File: src/rtl/aprt_pkg.sv
`timescale 1ns / 1ps
// Shared types and constants for the antagonist PD ramp tracker.
// No dependencies; imported by aprt_div, antagonist_pd_ramp_tracker and its testbench.
package aprt_pkg;

  // Configuration register indexes
  typedef enum logic [2:0] {
    REG_POSITION_GAIN   = 3'd0,
    REG_VELOCITY_GAIN   = 3'd1,
    REG_LOAD_MASS       = 3'd2,
    REG_MAX_FORCE_LEFT  = 3'd3,
    REG_MAX_FORCE_RIGHT = 3'd4,
    REG_RAMP_SLOPE      = 3'd5,
    REG_RAMP_VELOCITY   = 3'd6,
    REG_HOLD_POSITION   = 3'd7
  } cfg_reg_t;

  localparam int CFG_IDX_W = 3;
  localparam int CFG_W     = 32;
  localparam int GAIN_W    = 31;
  localparam int FIELD_W   = 32;
  localparam int OUT_W     = 17;

  // Register defaults
  localparam logic [GAIN_W-1:0]         RST_GAIN     = 31'd65536;
  localparam logic signed [FIELD_W-1:0] RST_SLOPE    = 32'sd9290;
  localparam logic signed [FIELD_W-1:0] RST_RAMP_VEL = 32'sd9470;
  localparam logic signed [FIELD_W-1:0] RST_HOLD_POS = 32'sd1258;

  // Which actuator a force request drives
  typedef struct packed {
    logic neg;  // force below zero: left side pulls
    logic nz;   // force not zero
  } side_t;

endpackage

File: src/rtl/aprt_div.sv
`timescale 1ns / 1ps
// Pipelined restoring divider: drive = min((mag << FRAC_BITS) / fmax, 1.0).
// A clamp compare stage, then one quotient bit per stage; uses aprt_pkg for the side struct.
module aprt_div import aprt_pkg::*; #(
  parameter int FRAC_BITS = 16,
  parameter int MAG_W     = 32
) (
  input  logic                 clk,
  input  logic                 rst_n,
  input  logic                 in_valid,
  output logic                 in_ready,
  input  logic [MAG_W-1:0]     in_mag,
  input  logic [GAIN_W-1:0]    in_fmax,
  input  side_t                in_ctl,
  output logic                 out_valid,
  input  logic                 out_stall,
  output logic [FRAC_BITS:0]   out_drive,
  output side_t                out_ctl
);

  localparam int NST   = FRAC_BITS + 1;
  localparam int FW    = GAIN_W;
  localparam int CMP_W = (MAG_W > FW) ? MAG_W : FW;
  localparam logic [FRAC_BITS:0] DRV_ONE = {1'b1, {FRAC_BITS{1'b0}}};

  logic [NST-1:0]       v_r;
  logic [NST-1:0]       en;
  logic [FW-1:0]        rem_r  [0:FRAC_BITS-1];
  logic [FRAC_BITS-1:0] quo_r  [0:FRAC_BITS-1];
  logic [FW-1:0]        fmax_r [0:FRAC_BITS-1];
  logic                 clamp_r [0:FRAC_BITS-1];
  side_t                ctl_r  [0:FRAC_BITS-1];
  logic [FRAC_BITS:0]   drive_r;
  side_t                out_ctl_r;

  logic                 clamp_nxt;
  logic [FW-1:0]        rem0_nxt;

  // A stage loads when it is empty or its successor loads
  always_comb begin
    en[NST-1] = !v_r[NST-1] || !out_stall;
    for (int k = NST - 2; k >= 0; k--) begin
      en[k] = !v_r[k] || en[k+1];
    end
  end

  assign in_ready = en[0];

  always_ff @(posedge clk) begin
    if (!rst_n) begin
      v_r <= '0;
    end else begin
      if (en[0]) begin
        v_r[0] <= in_valid;
      end
      for (int k = 1; k < NST; k++) begin
        if (en[k]) begin
          v_r[k] <= v_r[k-1];
        end
      end
    end
  end

  // Quotient of 1.0 or more clamps; otherwise mag < fmax fits the remainder
  always_comb begin
    clamp_nxt = CMP_W'(in_mag) >= CMP_W'(in_fmax);
    rem0_nxt  = clamp_nxt ? '0 : FW'(in_mag);
  end

  always_ff @(posedge clk) begin
    if (en[0]) begin
      rem_r[0]   <= rem0_nxt;
      quo_r[0]   <= '0;
      fmax_r[0]  <= in_fmax;
      clamp_r[0] <= clamp_nxt;
      ctl_r[0]   <= in_ctl;
    end
  end

  for (genvar k = 1; k <= FRAC_BITS; k++) begin : g_step
    logic [FW:0]          shl;
    logic                 ge;
    logic [FRAC_BITS-1:0] quo_nxt;

    always_comb begin
      shl     = {rem_r[k-1], 1'b0};
      ge      = shl >= {1'b0, fmax_r[k-1]};
      quo_nxt = {quo_r[k-1][FRAC_BITS-2:0], ge};
    end

    if (k < FRAC_BITS) begin : g_mid
      logic [FW-1:0] rem_nxt;

      always_comb begin
        rem_nxt = ge ? FW'(shl - {1'b0, fmax_r[k-1]}) : FW'(shl);
      end

      always_ff @(posedge clk) begin
        if (en[k]) begin
          rem_r[k]   <= rem_nxt;
          quo_r[k]   <= quo_nxt;
          fmax_r[k]  <= fmax_r[k-1];
          clamp_r[k] <= clamp_r[k-1];
          ctl_r[k]   <= ctl_r[k-1];
        end
      end
    end else begin : g_last
      logic [FRAC_BITS:0] drive_nxt;

      always_comb begin
        if (!ctl_r[k-1].nz) begin
          drive_nxt = '0;
        end else if (clamp_r[k-1]) begin
          drive_nxt = DRV_ONE;
        end else begin
          drive_nxt = {1'b0, quo_nxt};
        end
      end

      always_ff @(posedge clk) begin
        if (en[k]) begin
          drive_r   <= drive_nxt;
          out_ctl_r <= ctl_r[k-1];
        end
      end
    end
  end

  assign out_valid = v_r[NST-1];
  assign out_drive = drive_r;
  assign out_ctl   = out_ctl_r;

`ifndef NO_ASSERTIONS
  a_drive_max: assert property (@(posedge clk) disable iff (!rst_n)
    out_valid |-> out_drive <= DRV_ONE)
    else $error("drive above full scale");

  a_zero_force: assert property (@(posedge clk) disable iff (!rst_n)
    out_valid && !out_ctl.nz |-> out_drive == '0)
    else $error("zero force gave a nonzero drive");

  a_backpressure: assert property (@(posedge clk) disable iff (!rst_n)
    !in_ready |-> v_r[0] && v_r[NST-1] && out_stall)
    else $error("divider refused a request with room in the pipe");
`endif

endmodule

File: config.mk
export PLATFORM = sky130hd
export DESIGN_NAME = aprt_div
export DESIGN_NICKNAME = d
export VERILOG_FILES = /design/src/rtl/aprt_pkg.sv /design/src/rtl/aprt_div.sv
export SDC_FILE = /design/constraint.sdc
export NUM_CORES = 2
export LEC_CHECK = 0
export BUFFER_PORTS_ARGS = -buffer_cell sky130_fd_sc_hd__clkbuf_2
export CORE_MARGIN = 2
export CORE_UTILIZATION = 58
export DETAILED_ROUTE_END_ITERATION = 10
export PLACE_DENSITY = 0.78
export SLEW_MARGIN = 5
export SYNTH_ARGS = -nofsm -noshare
export SYNTH_HDL_FRONTEND = slang
export SYNTH_SLANG_ARGS = --single-unit
File: constraint.sdc
create_clock -name clk -period 7.2 [get_ports clk]
set_clock_uncertainty 0.05 [all_clocks]
set_input_delay 0.36 -clock clk [delete_from_list [all_inputs] [get_ports clk]]
set_output_delay 0.36 -clock clk [all_outputs]
set_load 0.05 [all_outputs]
* Word-level counts from Yosys, hierarchy flattened
Memories as Yosys holds them, arrays and structs flattened.
Cells that the tools add are included.
** Storage, ports and cells
- Flip-flop bits (word level) :: 36
- Bits in latches :: 0
- Bits in writable memories :: 1296
- ROM bits :: 0
- Input port bits :: 69
- Output and inout bits :: 21
- Logic and storage cells :: 144
- Memories kept :: 5
** Cells by class
- $add $sub $neg :: 15
- Multiply operators :: 0
- Div/mod/pow operators :: 0
- Magnitude comparators :: 17
- Equality and inequality tests :: 0
- Shift operators :: 0
- Multiplexer cells :: 49
- Bitwise logic cells :: 1
- Reductions and logical operators :: 36
** Memory list
- fmax_r :: depth 16, bits a word 31, rd ports 16, clocked after memory_dff 0, write ports 16, line aprt_div.sv:30 : logic [FW-1:0] fmax_r [0:FRAC_BITS-1];
- rem_r :: depth 16, bits a word 31, rd ports 16, clocked after memory_dff 0, write ports 16, line aprt_div.sv:28 : logic [FW-1:0] rem_r [0:FRAC_BITS-1];
- quo_r :: depth 16, bits a word 16, rd ports 16, clocked after memory_dff 0, write ports 16, line aprt_div.sv:29 : logic [FRAC_BITS-1:0] quo_r [0:FRAC_BITS-1];
- ctl_r :: depth 16, bits a word 2, rd ports 16, clocked after memory_dff 0, write ports 16, line aprt_div.sv:32 : side_t ctl_r [0:FRAC_BITS-1];
- clamp_r :: depth 16, bits a word 1, rd ports 16, clocked after memory_dff 0, write ports 16, line aprt_div.sv:31 : logic clamp_r [0:FRAC_BITS-1];
** Operators by type and width (number)
- 32-bit by 31-bit greater-or-equal comparator with 1-bit output :: 17
- 31-bit two-way mux :: 16
- 31-bit subtractor :: 15
- 1-bit two-way mux :: 32
- 1-bit zero test :: 18
- 1-bit logical OR :: 17
- 17-bit two-way mux :: 1
- 2-bit OR reduction :: 1
- 1-bit NOT :: 1

* Logic depth before layout (Yosys ltp)
- Word-level depth :: 20
- Depth in mapped cells :: 15
- Gate-level depth less buffers :: 13

* Worst setup path before layout
Ideal clock, no wire load.
- Path kind :: register -> register
- Start :: reg v_r[16]
- End :: mem clamp_r[0][0] (enable)
- Arrival time :: 6.673 ns
- Data required time :: 6.141 ns
- Path slack :: -0.533 ns
- Stages on the path, launching flop included :: 10
- Path buffers :: 0
- Path through :: dfxtp_1 > nand2_1 > nor2_1 > and3_1 > and3_1 > and2_1 > nand3_1 > nor2_1 > and3_1 > nand3_1
** RTL lines
- start: declaration :: line aprt_div.sv:26 : logic [NST-1:0] v_r;
- start signal: indexed assignment :: line aprt_div.sv:58 : v_r[k] <= v_r[k-1];
- end: declaration :: line aprt_div.sv:31

* Worst setup path in the final report
- Start :: reg v_r[16]
- End :: out in_ready
** On the way
- Word-level cells in the longest chain between the ends :: 18
** RTL lines
- 1-bit zero test :: line aprt_div.sv:41 : en[NST-1] = !v_r[NST-1] || !out_stall;
- 1-bit logical OR :: line aprt_div.sv:41
- named net en[16] :: line aprt_div.sv:27 : logic [NST-1:0] en;
- 1-bit logical OR (11 in series) :: line aprt_div.sv:43 : en[k] = !v_r[k] || en[k+1];
- named net en[5] :: line aprt_div.sv:27
- 1-bit logical OR (5 in series) :: line aprt_div.sv:43
- end: declaration :: line aprt_div.sv:11 : output logic in_ready,
The timed path passes the listed nets, and every way through them passes these cells.

==> impl_metrics.toml <==
[run_status]
status = "completed"

[yosys]
avgSynthCellArea_sq_um = 11.3
ys_seq_area_share_pct = 53.2
yosys.area.top_type_share_pct = 52.7
postSynthCellCount = 5950
synthFlopType = "edfxtp_1"
synthAdderAreaFrac_pct = 10.2
synth.largest_area_cell = "edfxtp_1"
synthMuxAreaShare_pct = 3.15
synth_xor_area_share_pct = 4.87
synth_fp_nets = 6560
synth_edf_count = 1179
synth-seq-cells = 1196
yosys_warnings = 0
synth_top_family_by_area = "compound AO/OA/AOI/OAI gates"
syn_area_sq_mm = 0.0672
synth-simple-area-share_pct = 9.61
synth_compound_area_share_pct = 14.6
async_flop_share_pct = 0
synthTopCellsByArea = "edfxtp_1 53%, ha_1 9.8%, inv_1 3.6%, a21oi_1 3.1%, o21ai_0 2.9%"
synth_cell_types = 88

[detailed_routing]
dr.pass1.iters = 6
routed_wl_um = 148000
wl_per_cell_um = 19.1
initialDrtViolationCount = 2603
drt.antenna.violating_nets = 0
vias = 45200
drcViolationCount = 0
via_per_inst = 5.81

[worst_setup_path]
worstSetupStartpointType = "flop"
endpoint_kind = "output pin"
worstPathRequired_ns = 6.79
crit_fanout = 20
critical_path_class = "flop to output pin"
worstPathArrival_ns = 4.62

[global_route]
grt_usage_pct = 25.2
grt_max_degree = 68
first_global_vias = 46600
grt_pass1_wl_um = 235000
gr-total-overflow = 0
antenna_found_initial = 0

[timing]
period_share_pct = 69.9
hold_viol_final = 0
max_slew_margin_pct = 16.7
worst_slew_pin_slew_ns = 1.22
fmax_mhz = 199
rsz0062_at_grt = "no"
setup_viol = 0
slew_viol_final = 0
fin_tns_setup_ns = 0
period_minus_slack_ns = 5.03

[power]
p_per_area_mw_per_mm2 = 438
p_leak_nw = 32.2
ir_drop_mv = 0.237

[worst_hold_path]
hold_path.class = "primary input to flop"

[floorplanning]
die_w_um = 344
fp-row-count = 124
dieArea_sq_mm = 0.119
start_util_pct = 58.6
core_sq_mm = 0.115
io-pin-count = 90
die_h_um = 344

[clock_tree]
cts.sinks = 1196
clock_latency_ns = 0.76
post_cts_buffers = 0
clock_path_buffers = 3
cts.root.buffer_cell = "clkbuf_16"
htree_levels = 4
post_cts_resized = 0
clk_pin_slew_ns = 0.06
cts_tree = "built"
numCtsBuffers = 131

[final_layout]
antenna_cells = 0
final_cell_mix = "1179 x edfxtp_1, 640 x inv_1, 526 x ha_1"
nNetsFinal = 6772
fin_util_pct = 64.9
layout-area-overhead-vs-synth_pct = 10.7
final_common_cell = "edfxtp_1"
drive_above_1_share_pct = 8.64

[place]
gp_congestion = 0.987
portBuffers = 89
hpwl_um = 114000

[flow_run]
drv_cap = 0
[worst paths after layout]
kind / start / endpoint / slack [ns] / cells past startpoint
worst max-delay path: v_r[16] / in_ready / 2.17 / 10
worst min-delay path: in_fmax[30] / fmax_r[0][30] / 0.29 / 2
worst max register to register: fmax_r[1][0] / rem_r[1][35] / 2.31 / 12
worst min register to register: quo_r[0][33] / quo_r[0][50] / 0.35 / 0
[state kept, by name, summed over array words and instances (netlist names)]
name	cells
ctl_r	32
quo_r	120
clamp_r	16
v_r	17
fmax_r	496
out_ctl	2
rem_r	496
out_drive	17
[synthesized netlist by cell type, types with 13 or more instances]
| master | instances |
|---|---|
| nor2b_1 | 71 |
| nand3_1 | 92 |
| inv_1 | 647 |
| clkbuf_1 | 96 |
| nor4_1 | 18 |
| dfxtp_1 | 17 |
| nand2_1 | 447 |
| nand2b_1 | 72 |
| a211oi_1 | 41 |
| xnor2_1 | 218 |
| or2_2 | 23 |
| o21bai_1 | 45 |
| a21o_1 | 222 |
| or3_1 | 16 |
| fa_1 | 15 |
| ha_1 | 526 |
| a21oi_1 | 417 |
| o21ai_1 | 27 |
| xor2_1 | 156 |
| a31oi_1 | 44 |
| o21a_1 | 86 |
| a211o_1 | 18 |
| nor2_1 | 286 |
| and2_1 | 81 |
| and3_1 | 52 |
| mux2_1 | 18 |
| o211ai_1 | 34 |
| mux2_2 | 128 |
| a41oi_1 | 16 |
| o31ai_1 | 49 |
| a21boi_0 | 22 |
| edfxtp_1 | 1179 |
| nor3_1 | 64 |
| nor3b_1 | 13 |
| a221oi_1 | 19 |
| o21ai_0 | 390 |
| nand4_1 | 65 |
| mux2_4 | 29 |
[cells by family (layout without fill, tap and decap cells)]
kind of cell    after synthesis  in the layout
compound gates             1557           1557
xor+xnor                    374            374
fa+ha+maj                   541            541
buf+inv                     763           1071
flops                      1196           1196
mux                         179            179
simple gates               1340           1340
[cell type report]
type / count / area, sq um
Clock buffer: 158 / 3460
Multi-Input combinational cell: 3991 / 28700
Sequential cell: 1196 / 35700
Clock inverter: 71 / 728
Fill cell: 8458 / 40300
Inverter: 648 / 2430
Timing Repair Buffer: 194 / 1400
Tap cell: 1512 / 1890
[stage by stage]
step / setup WS (ns) / area, sq um / hold slack, ns / total power, mW / cells
floorplan: 0.481 / 67200 / 0.350 / 22.4 / 5950
global placement: 2.48 / 69500 / 0.350 / 25.5 / 7474
detailed placement: 2.35 / 69500 / 0.355 / 25.9 / 7474
CTS: 2.01 / 74400 / 0.244 / 32.5 / 7770
global route: 1.71 / 74400 / 0.282 / 34.7 / 7770
finish: 2.17 / 74400 / 0.293 / 32.6 / 7770
[where the power goes]
group | switching [mW] | internal [mW]
Clock | 2.75 | 3.77
Combinational | 8.28 | 6.34
Sequential | 0.988 | 10.4
Total | 12.0 | 20.6
[critical path, stage by stage, from the launching register on]
cell and delay (ns):
dfxtp_1 0.37, nand2_1 0.57, nor2_1 0.62, and3_1 0.39
and3_1 0.27, and2_1 0.32, nand3_4 0.15, nor2_1 0.31
and3_1 0.39, nand3_4 0.18, clkbuf_2 0.28
[per-layer routing]
metal,up-vias,part of all wire (%),routed length (um),global-route usage (%)
met2,1040,57,83600,51.3
met1,21500,33,48900,22.4
met4,0,7.6,11300,17.7
li1,22200,-,-,-
met5,-,0,0,0
met3,473,2.8,4190,3.10
[repair_timing]
item / 4_1_cts / 5_1_grt
endpoints found under the setup margin: 0 / 0
hold endpoints to repair: 68 / 0
hold buffers: 67 / 0
Note: power is estimated with default switching activity, not from simulation.
